[src/hw/rtl/record_merge_sort_by_name_top_defines.svh]
// Assertion macros shared by the record merge sorter RTL.
// Every macro samples on the rising edge of clk and is disabled while arst_n is low.
`ifndef RECORD_MERGE_SORT_BY_NAME_TOP_DEFINES_SVH
`define RECORD_MERGE_SORT_BY_NAME_TOP_DEFINES_SVH

// A condition that holds at every sampled edge.
`define RMSN_ASSERT(lbl, cond, msg) \
	lbl: assert property (@(posedge clk) disable iff (!arst_n) (cond)) else $error(msg);

// A consequence that holds in the cycle after its antecedent.
`define RMSN_ASSERT_NEXT(lbl, ante, cons, msg) \
	lbl: assert property (@(posedge clk) disable iff (!arst_n) (ante) |=> (cons)) else $error(msg);

`endif

[src/hw/rtl/rmsn_pkg.sv]
// ----------------------------------------------------------------------------
// rmsn_pkg
// Types and constants shared by the record merge sorter modules.
// ----------------------------------------------------------------------------
package rmsn_pkg;

	localparam int MAX_RECORDS = 32;
	localparam int IDX_W       = $clog2(MAX_RECORDS);
	localparam int CNT_W       = $clog2(MAX_RECORDS + 1);

	typedef logic [IDX_W-1:0] idx_t;
	typedef logic [CNT_W-1:0] cnt_t;

	// One record: the 20-byte name in three words, then the age.
	typedef struct packed {
		logic [63:0] hi;
		logic [63:0] mid;
		logic [31:0] lo;
		logic [7:0]  age;
	} rec_t;

	// Commands from the controller to the datapath.
	typedef struct packed {
		logic store_we;
		logic store_wsel_in;
		idx_t store_waddr;
		idx_t store_raddr;
		logic scr_we;
		idx_t scr_waddr;
		idx_t scr_ra;
		idx_t scr_rb;
		logic take_left;
		logic out_load;
		logic out_final;
		logic out_ovf;
	} cmd_t;

	// Status from the datapath to the controller.
	typedef struct packed {
		logic less;
	} sts_t;

endpackage

[src/hw/rtl/rmsn_ctrl.sv]
// ----------------------------------------------------------------------------
// rmsn_ctrl
// Sequencer for loading, top-down merge sort and emitting of records.
// ----------------------------------------------------------------------------
`include "record_merge_sort_by_name_top_defines.svh"

module rmsn_ctrl (
	input  logic          clk,
	input  logic          arst_n,
	input  logic          in_valid,
	input  logic          last_record,
	output logic          in_ready,
	output logic          out_valid,
	input  logic          out_ready,
	input  rmsn_pkg::sts_t sts,
	output rmsn_pkg::cmd_t cmd
);
	import rmsn_pkg::*;

	localparam int STK_D  = 2 * IDX_W + 3;
	localparam int SP_W   = $clog2(STK_D + 1);
	localparam int SPI_W  = $clog2(STK_D);

	typedef enum logic [2:0] {
		S_LOAD, S_POP, S_COPY_RD, S_COPY_WR, S_MRG_RD, S_MRG_WR, S_EMIT_RD, S_EMIT_LD
	} state_t;

	typedef struct packed {
		idx_t s;
		idx_t e;
		logic vis;
	} stk_t;

	state_t          state_q;
	stk_t            stk_q [STK_D];
	logic [SP_W-1:0] sp_q;
	cnt_t            cnt_q;
	logic            ovf_q;
	idx_t            s_q;
	idx_t            m_q;
	idx_t            e_q;
	cnt_t            i_q;
	cnt_t            j_q;
	cnt_t            k_q;
	logic            out_valid_q;

	logic [SP_W-1:0] sp_m1;
	logic [SP_W-1:0] sp_p1;
	stk_t            top;
	idx_t            mid;
	logic [IDX_W:0]  mid_sum;
	logic            room;
	cnt_t            cnt_new;
	logic            take_left;

	assign sp_m1   = sp_q - SP_W'(1);
	assign sp_p1   = sp_q + SP_W'(1);
	assign top     = stk_q[sp_m1[SPI_W-1:0]];
	assign mid_sum = {1'b0, top.s} + {1'b0, top.e};
	assign mid     = mid_sum[IDX_W:1];
	assign room    = cnt_q < CNT_W'(MAX_RECORDS);
	assign cnt_new = room ? cnt_q + CNT_W'(1) : cnt_q;
	assign take_left = (i_q <= {1'b0, m_q}) && ((j_q > {1'b0, e_q}) || sts.less);

	// Commands decoded from the state and the index registers.
	always_comb begin
		cmd = '0;
		unique case (state_q)
			S_LOAD: begin
				cmd.store_we      = in_valid && room;
				cmd.store_wsel_in = 1'b1;
				cmd.store_waddr   = cnt_q[IDX_W-1:0];
			end
			S_COPY_RD: cmd.store_raddr = k_q[IDX_W-1:0];
			S_COPY_WR: begin
				cmd.scr_we    = 1'b1;
				cmd.scr_waddr = k_q[IDX_W-1:0];
			end
			S_MRG_RD: begin
				cmd.scr_ra = i_q[IDX_W-1:0];
				cmd.scr_rb = j_q[IDX_W-1:0];
			end
			S_MRG_WR: begin
				cmd.store_we    = 1'b1;
				cmd.store_waddr = k_q[IDX_W-1:0];
				cmd.take_left   = take_left;
			end
			S_EMIT_RD: cmd.store_raddr = k_q[IDX_W-1:0];
			S_EMIT_LD: begin
				cmd.out_load  = !out_valid_q;
				cmd.out_final = (k_q + CNT_W'(1)) == cnt_q;
				cmd.out_ovf   = ovf_q;
			end
			default: ;
		endcase
	end

	assign in_ready  = (state_q == S_LOAD);
	assign out_valid = out_valid_q;

	// State, range stack and index registers.
	always_ff @(posedge clk or negedge arst_n) begin
		if (!arst_n) begin
			state_q     <= S_LOAD;
			sp_q        <= '0;
			cnt_q       <= '0;
			ovf_q       <= 1'b0;
			out_valid_q <= 1'b0;
			s_q         <= '0;
			m_q         <= '0;
			e_q         <= '0;
			i_q         <= '0;
			j_q         <= '0;
			k_q         <= '0;
			for (int n = 0; n < STK_D; n++) begin
				stk_q[n] <= '0;
			end
		end else begin
			unique case (state_q)
				// Load one record per transfer while there is room; the last one starts the sort.
				S_LOAD: begin
					if (in_valid) begin
						cnt_q <= cnt_new;
						if (!room) begin
							ovf_q <= 1'b1;
						end
						if (last_record) begin
							stk_q[0] <= '{s: '0, e: IDX_W'(cnt_new - CNT_W'(1)), vis: 1'b0};
							sp_q     <= SP_W'(1);
							state_q  <= S_POP;
						end
					end
				end
				// Walk the split tree in post order.
				S_POP: begin
					if (sp_q == '0) begin
						k_q     <= '0;
						state_q <= S_EMIT_RD;
					end else if (top.s >= top.e) begin
						sp_q <= sp_m1;
					end else if (!top.vis) begin
						stk_q[sp_m1[SPI_W-1:0]].vis <= 1'b1;
						stk_q[sp_q[SPI_W-1:0]]  <= '{s: mid + IDX_W'(1), e: top.e, vis: 1'b0};
						stk_q[sp_p1[SPI_W-1:0]] <= '{s: top.s, e: mid, vis: 1'b0};
						sp_q <= sp_q + SP_W'(2);
					end else begin
						sp_q    <= sp_m1;
						s_q     <= top.s;
						m_q     <= mid;
						e_q     <= top.e;
						k_q     <= CNT_W'(top.s);
						state_q <= S_COPY_RD;
					end
				end
				S_COPY_RD: state_q <= S_COPY_WR;
				// Copy the range into scratch, then start the merge.
				S_COPY_WR: begin
					if (k_q == CNT_W'(e_q)) begin
						i_q     <= CNT_W'(s_q);
						j_q     <= CNT_W'(m_q) + CNT_W'(1);
						k_q     <= CNT_W'(s_q);
						state_q <= S_MRG_RD;
					end else begin
						k_q     <= k_q + CNT_W'(1);
						state_q <= S_COPY_RD;
					end
				end
				S_MRG_RD: state_q <= S_MRG_WR;
				// Equal names take the right record first.
				S_MRG_WR: begin
					if (take_left) begin
						i_q <= i_q + CNT_W'(1);
					end else begin
						j_q <= j_q + CNT_W'(1);
					end
					k_q <= k_q + CNT_W'(1);
					state_q <= (k_q == CNT_W'(e_q)) ? S_POP : S_MRG_RD;
				end
				S_EMIT_RD: state_q <= S_EMIT_LD;
				// Present one record and hold it until its transfer.
				S_EMIT_LD: begin
					if (!out_valid_q) begin
						out_valid_q <= 1'b1;
					end else if (out_ready) begin
						out_valid_q <= 1'b0;
						if ((k_q + CNT_W'(1)) == cnt_q) begin
							cnt_q   <= '0;
							ovf_q   <= 1'b0;
							state_q <= S_LOAD;
						end else begin
							k_q     <= k_q + CNT_W'(1);
							state_q <= S_EMIT_RD;
						end
					end
				end
				default: state_q <= S_LOAD;
			endcase
		end
	end

	`RMSN_ASSERT(a_no_load_while_emit, !(in_ready && out_valid_q), "input taken while emitting")
	`RMSN_ASSERT(a_stack_bound, sp_q <= SP_W'(STK_D), "range stack overflow")
	`RMSN_ASSERT(a_count_bound, cnt_q <= CNT_W'(MAX_RECORDS), "record count beyond capacity")
	`RMSN_ASSERT(a_merge_range, (state_q != S_MRG_WR) || (k_q <= CNT_W'(e_q)), "merge past range")

endmodule

[config.mk]
export PLATFORM = sky130hd
export DESIGN_NAME = rmsn_ctrl
export DESIGN_NICKNAME = d
export VERILOG_FILES = /design/src/hw/rtl/rmsn_pkg.sv /design/src/hw/rtl/rmsn_ctrl.sv
export VERILOG_INCLUDE_DIRS = /design/src /design/src/hw/rtl
export SDC_FILE = /design/constraint.sdc
export NUM_CORES = 1
export LEC_CHECK = 0
export ABC_CLOCK_PERIOD_IN_PS = 5180
export BUFFER_PORTS_ARGS = -buffer_cell sky130_fd_sc_hd__buf_4
export CAP_MARGIN = 20
export CELL_PAD_IN_SITES_DETAIL_PLACEMENT = 1
export CELL_PAD_IN_SITES_GLOBAL_PLACEMENT = 1
export CORE_MARGIN = 2
export CORE_UTILIZATION = 46
export CTS_BUF_LIST = sky130_fd_sc_hd__clkbuf_8
export DETAILED_ROUTE_END_ITERATION = 7
export GPL_ROUTABILITY_DRIVEN = 0
export PLACE_DENSITY_LB_ADDON = 0.3
export SLEW_MARGIN = 20
export SYNTH_ARGS = -nofsm -noshare
export SYNTH_HDL_FRONTEND = slang
export SYNTH_SLANG_ARGS = --single-unit
[constraint.sdc]
create_clock -name clk -period 5.18 [get_ports clk]
set_clock_uncertainty 0.05 [all_clocks]
set_input_delay 0.518 -clock clk [delete_from_list [all_inputs] [get_ports clk]]
set_output_delay 0.518 -clock clk [all_outputs]
set_load 0.01 [all_outputs]
==> impl_metrics.py, run 1 <==
metrics = {
    "status": {
        "status": "finished, final reports clean",
    },
    "cts": {
        "cts_buffers": 17,
        "clk_pin_slew_ps": 100,
        "cts_htree_levels": 4,
        "max-clock-path-buffers": 2,
        "clk_latency_ps": 500,
        "cts_sinks": 191,
        "cts_tree": "done",
        "cts_root_buffer": "clkbuf_8",
    },
    "routing": {
        "firstDrtPassIters": 5,
        "wire_per_inst_um": 27.3,
        "antenna_left": 0,
        "wirelength_mm": 42.6,
        "drc": 0,
        "vias_per_cell": 6.85,
        "num_vias": 10700,
        "drtIter0Drc": 1199,
    },
    "yosys": {
        "syn-cell-area_sq_um": 11900,
        "ys_seq_area_share_pct": 40.1,
        "synth_seq_cells": 191,
        "synth_edf_count": 0,
        "async_reset_ff_share_pct": 100,
        "yosysTopAreaCellShare_pct": 40.1,
        "yosysMostFrequentCell": "dfrtp_1",
        "yosys_warnings": 0,
        "synth.distinct_cells": 76,
        "synthesis.nets": 1255,
        "synth_ff_type": "dfrtp_1",
        "synth_area_leaders": "dfrtp_1 (40%), mux4_2 (6.0%), o22ai_1 (4.6%)",
        "synth_top_area_cell": "dfrtp_1",
        "yosys-top-cells-count": "dfrtp_1 (191), o22ai_1 (88), nor2_1 (74)",
        "avgSynthCellArea_sq_um": 9.84,
        "syn_inst": 1211,
    },
    "sta": {
        "holdWs_ps": 341,
        "fin_ws_ps": 230,
        "period_minus_slack_ps": 4950,
        "relSlewSlack_pct": 27.3,
        "finalSetupTns_ps": 0,
        "finalSetupViolCount": 0,
        "rsz0062_at_grt": "no",
        "fin_crit_sh_pct": 95.6,
        "maxSlewViolCount": 0,
        "worstMarginPinSlew_ps": 1080,
        "max_freq_mhz": 202,
        "hold_viol_final": 0,
    },
    "floorplan": {
        "ios": 40,
        "die_area_sq_um": 27200,
        "fp.coreArea_sq_um": 25300,
        "rows": 58,
        "initial_core_util_pct": 47.0,
        "chipWidth_um": 165,
        "die_y_um": 165,
    },
    "placed_design": {
        "pre_cts_ws_ps": 239,
        "dpl_cell_area_sq_um": 12600,
        "port_buffers": 39,
        "dp.cells": 1522,
        "hpwlAfterDp_mm": 29.3,
    },
    "final_layout": {
        "layout-drive-gt1-share_pct": 16.6,
        "fin_cells": 1559,
        "final_cell_area_sq_um": 13000,
        "fillers": 2820,
        "nets": 1259,
        "area_delta_synth_final_pct": 9.22,
        "seq_area_sq_um": 4780,
        "multi_input_area_sq_um": 6480,
        "utilization_pct": 51.4,
    },
    "run": {
        "maxCapViolations": 0,
    },
    "pwr": {
        "fin_total_pwr_mw": 3.59,
        "ir_worst_vdd_v": 0.000195,
        "power_density_nw_per_um2": 276,
        "power_leakage_nw": 5.61,
    },
    "setup_path": {
        "cpMaxStageDelayCell": "ha_1",
        "critPathMaxStageDelay_ps": 750,
        "worstSetupEndpointType": "flop",
        "timing.rr.start": "sp_q[1]",
        "crit_buf_inv": 3,
        "arrival_ps": 5240,
        "crit_start": "sp_q[1]",
        "cp_max_fo": 21,
        "path_class": "flop to flop",
        "worstPathRequired_ps": 5470,
        "critPathTopFamily": "compound AO/OA/AOI/OAI gates",
        "start_kind": "flop",
        "path_cells": "inv_1 -> ha_1 -> buf_4 -> mux4_2 -> mux2i_1 -> o211ai_2 -> ha_1 -> inv_1 -> a21oi_1 -> o211ai_1 -> a21o_2 -> a21oi_2 -> o22ai_1",
    },
    "global_route": {
        "use_met1_pct": 43.8,
        "grt_max_degree": 117,
        "grt_pass1_vias": 10900,
        "grt_util_met3_pct": 6.38,
        "use_met2_pct": 51.2,
        "grtUsageTotal_pct": 32.3,
        "grt_overflow": 0,
        "grt_pass1_wl_mm": 65.8,
        "antenna_found_initial": 0,
        "grt_busiest_layer": "met2",
    },
    "worst_hold_path": {
        "worstHoldStart": "last_record",
        "min_path_type": "input pin to flop",
    },
}
[worst min-delay path, cell delays in order]
cell	delay [ps]
buf_4	80
a21oi_1	80
a21oi_1	150
[state kept, by name, indices dropped and copies added, names as in the netlist]
signal,count
ovf_q,1
stk_q,143
state_q,3
i_q,6
sp_q,4
out_valid,1
cnt_q,6
m_q,5
e_q,5
k_q,6
j_q,6
s_q,5
[power breakdown]
group / internal [mW] / switching, mW / leakage (nW)
Sequential: 1.54 / 0.129 / 2.59
Clock: 0.466 / 0.607 / 0.213
Combinational: 0.340 / 0.506 / 2.81
Total: 2.35 / 1.24 / 5.61
[per-layer routing]
layer,share of wire (%),vias up
li1,-,4610
met2,46,517
met1,42,5437
met3,7.7,111
met5,0,-
met4,4.0,0
[cell usage in the layout, fill, tap and decap left out, types with 5 or more instances in the layout]
master     count
a211o_1        7
a211oi_1       7
a21oi_1       55
a21oi_2        6
a22o_1        12
a22oi_1       46
a2bb2oi_1     51
a31oi_1       22
a41oi_1        5
and2_1        25
and3_1        21
buf_4         92
clkbuf_8      20
dfrtp_1      190
ha_1          37
inv_1         47
mux2_2         8
mux2_4         5
mux2i_1       12
mux4_2        32
nand2_1       52
nand2b_1      10
nand3_1       70
nand4_1       10
nor2_1        74
nor2b_1       10
nor3_1         7
o211ai_1       6
o21ai_0       36
o22ai_1       88
o2bb2ai_1     37
or3_1          7
xnor2_1       15
xor2_1        14
[final cells by class]
| cell class | count | area share, % |
|---|---|---|
| Antenna cell | 1 | 0.0192 |
| Tap cell | 330 | 3.17 |
| Clock buffer | 19 | 2.01 |
| Clock inverter | 13 | 1.13 |
| Multi-Input combinational cell | 863 | 49.8 |
| Sequential cell | 191 | 36.7 |
| Timing Repair Buffer | 96 | 5.80 |
| Inverter | 46 | 1.33 |
[kinds of logic after synthesis]
kind of cell             share of synthesized area [%]
adder cells (fa/ha/maj)                           4.05
AO/OA/AOI/OAI                                     25.4
XOR/XNOR                                          2.62
buffers and inverters                             5.75
multiplexers                                      8.73
AND/OR/NAND/NOR                                   13.4
flip-flops                                        40.1
[timing repair]
item | 4_1_cts | 5_1_grt
setup buffers | 0 | 2
setup endpoints to repair | 0 | 15
endpoints found under the hold margin | 0 | 2
resized for setup | 0 | 1
hold buffers | 0 | 1
[final timing paths]
kind,end,slack (ps),cells after the start
min in group asynchronous,cnt_q[2],530,2
max in group asynchronous,stk_q[20],3460,3
max,stk_q[94],230,13
max reg2reg,stk_q[94],230,13
min reg2reg,stk_q[12],450,1
min,state_q[0],340,3
No activity file was read; power rests on OpenSTA's default activity.
==> run 2, diff against run 1 <==
--- a/config.mk
+++ b/config.mk
@@ -17,6 +17,7 @@
 export DETAILED_ROUTE_END_ITERATION = 7
 export GPL_ROUTABILITY_DRIVEN = 0
 export PLACE_DENSITY_LB_ADDON = 0.3
+export REMOVE_ABC_BUFFERS = 1
 export SLEW_MARGIN = 20
 export SYNTH_ARGS = -nofsm -noshare
 export SYNTH_HDL_FRONTEND = slang
==> run 2 against run 1 <==
  * Register-to-register slack got worse by 30 ps
  * Sequential share of layout area hardly changed
  * Wire length is 0.44% lower
==> impl_metrics.py, run 2 (synthesis results as in run 1) <==
metrics = {
    "cts": {
        "cts_buffers": 17,
        "cts-resized-gates": 0,
        "postCtsHoldBufs": 0,
        "cts_tree": "done",
        "cts_sinks": 191,
        "cts_htree_levels": 4,
        "clk_latency_ps": 500,
        "cts_root_buffer": "clkbuf_8",
        "clk_pin_slew_ps": 120,
        "cts_setup_buffers": 0,
        "max-clock-path-buffers": 2,
    },
    "final_layout": {
        "top_register": "stk_q",
        "nets": 1251,
        "final_common_cell": "dfrtp_1",
        "fin_cells": 1551,
        "fillers": 2839,
        "area_delta_synth_final_pct": 9.16,
        "final_cell_mix": "dfrtp_1 (190), o22ai_1 (88), buf_4 (83), nor2_1 (74), nand3_1 (70)",
        "layout-drive-gt1-share_pct": 16.2,
        "largest_reg_flops": 143,
    },
    "setup_path": {
        "rr_worst_depth": 18,
        "arrival_ps": 5370,
        "path_class": "flop to flop",
        "crit_buf_inv": 5,
        "worstPathRequired_ps": 5570,
        "start_kind": "flop",
        "cpMostUsedCell": "buf_4",
        "worstSetupEndpointType": "flop",
        "critPathMaxStageDelay_ps": 480,
        "timing.rr.start": "sp_q[1]",
        "path_cells": "inv_1 -> ha_1 -> a21boi_1 -> xnor2_1 -> buf_4 -> nand3_1 -> nand4_1 -> buf_4 -> ha_1 -> inv_1 -> fa_1 -> or3_1 -> and4_1 -> a2111oi_4 -> xor2_1 -> buf_4 -> a22oi_1 -> o2bb2ai_1",
        "cp_max_fo": 22,
        "rrSetupSlack_ps": 200,
        "critPathTopFamily": "buffers and inverters",
        "r2r_end": "stk_q[109]",
        "cpMaxStageDelayCell": "dfrtp_1",
    },
    "floorplan": {
        "ios": 40,
        "initial_core_util_pct": 47.0,
        "rows": 58,
        "die_y_um": 165,
        "fp.coreArea_sq_um": 25300,
        "die_area_sq_um": 27200,
        "chipWidth_um": 165,
    },
    "pwr": {
        "power_leakage_nw": 5.58,
        "fin_total_pwr_mw": 3.62,
        "power_density_nw_per_um2": 278,
        "ir_worst_vdd_v": 0.000198,
    },
    "sta": {
        "relSlewSlack_pct": 33.9,
        "fin_crit_sh_pct": 96.2,
        "holdWs_ps": 90.7,
        "hold_viol_final": 0,
        "period_minus_slack_ps": 4980,
        "fin_ws_ps": 198,
        "max_freq_mhz": 201,
        "finalSetupTns_ps": 0,
        "finalSetupViolCount": 0,
        "maxSlewViolCount": 0,
        "worstMarginPinSlew_ps": 985,
    },
    "routing": {
        "firstDrtPassIters": 5,
        "drtIter0Drc": 1063,
        "wire_per_inst_um": 27.4,
        "num_vias": 10600,
        "wirelength_mm": 42.4,
        "vias_per_cell": 6.84,
        "drc": 0,
        "antenna_left": 0,
    },
    "placed_design": {
        "port_buffers": 39,
        "hpwlAfterDp_mm": 29.1,
        "dp.cells": 1518,
        "pre_cts_ws_ps": 322,
    },
    "global_route": {
        "grt_pass1_vias": 11000,
        "grt_pass1_wl_mm": 65.7,
        "antenna_found_initial": 1,
        "grt_overflow": 0,
        "grtUsageTotal_pct": 32.3,
        "grt_max_degree": 111,
    },
    "worst_hold_path": {
        "min_path_type": "input pin to async pin",
    },
    "run": {
        "maxCapViolations": 0,
    },
    "status": {
        "status": "finished, final reports clean",
    },
}
## run 2: changes by cell type in the layout (fill, tap and decap cells not counted), sizes merged
cell | before | now
dlygate4sd3 | 1 | 0
buf | 94 | 87
inv | 53 | 52
clkbuf | 20 | 18
clkinv | 3 | 4
clkinvlp | 1 | 3
## run 2: layer usage
metal / share of wire (%) / GRT usage (%) / vias up
met3: 7.8 / 5.68 / 116
met1: 42 / 43.0 / 5366
met5: 0 / 0 / -
met2: 45 / 51.0 / 538
li1: - / - / 4593
met4: 5.0 / 15.7 / 0
## run 2: how the worst max path moves through the flow
stage	from	cells after the start	slack [ps]	end
global route	sp_q[1]	18	-10	stk_q[9]
finish	sp_q[1]	18	200	stk_q[109]
CTS	sp_q[1]	20	240	stk_q[63]
detailed placement	sp_q[1]	14	320	stk_q[63]
global placement	sp_q[1]	13	480	stk_q[39]
floorplan	sp_q[0]	12	-4940	stk_q[56]
## run 2: cell type report
cell class	instances	area [sq um]	share of cell area, %
Clock inverter	15	196	1.51
Clock buffer	17	234	1.80
Antenna cell	1	2.50	0.0192
Inverter	46	173	1.33
Tap cell	330	413	3.18
Sequential cell	191	4780	36.8
Multi-Input combinational cell	863	6490	49.9
Timing Repair Buffer	88	717	5.51
## run 2: power by group
group | internal [mW] | switching, mW | leakage, nW
Clock | 0.455 | 0.651 | 0.209
Sequential | 1.54 | 0.128 | 2.59
Combinational | 0.339 | 0.506 | 2.78
## run 2: through the flow
| step | util [%] | instance area [sq um] |
|---|---|---|
| final | 51.3 | 13000 |
| after global routing | 51.3 | 13000 |
| after CTS | 51.2 | 13000 |
| after detailed placement | 49.5 | 12500 |
| after global placement | 49.5 | 12500 |
| after floorplan | - | 11400 |
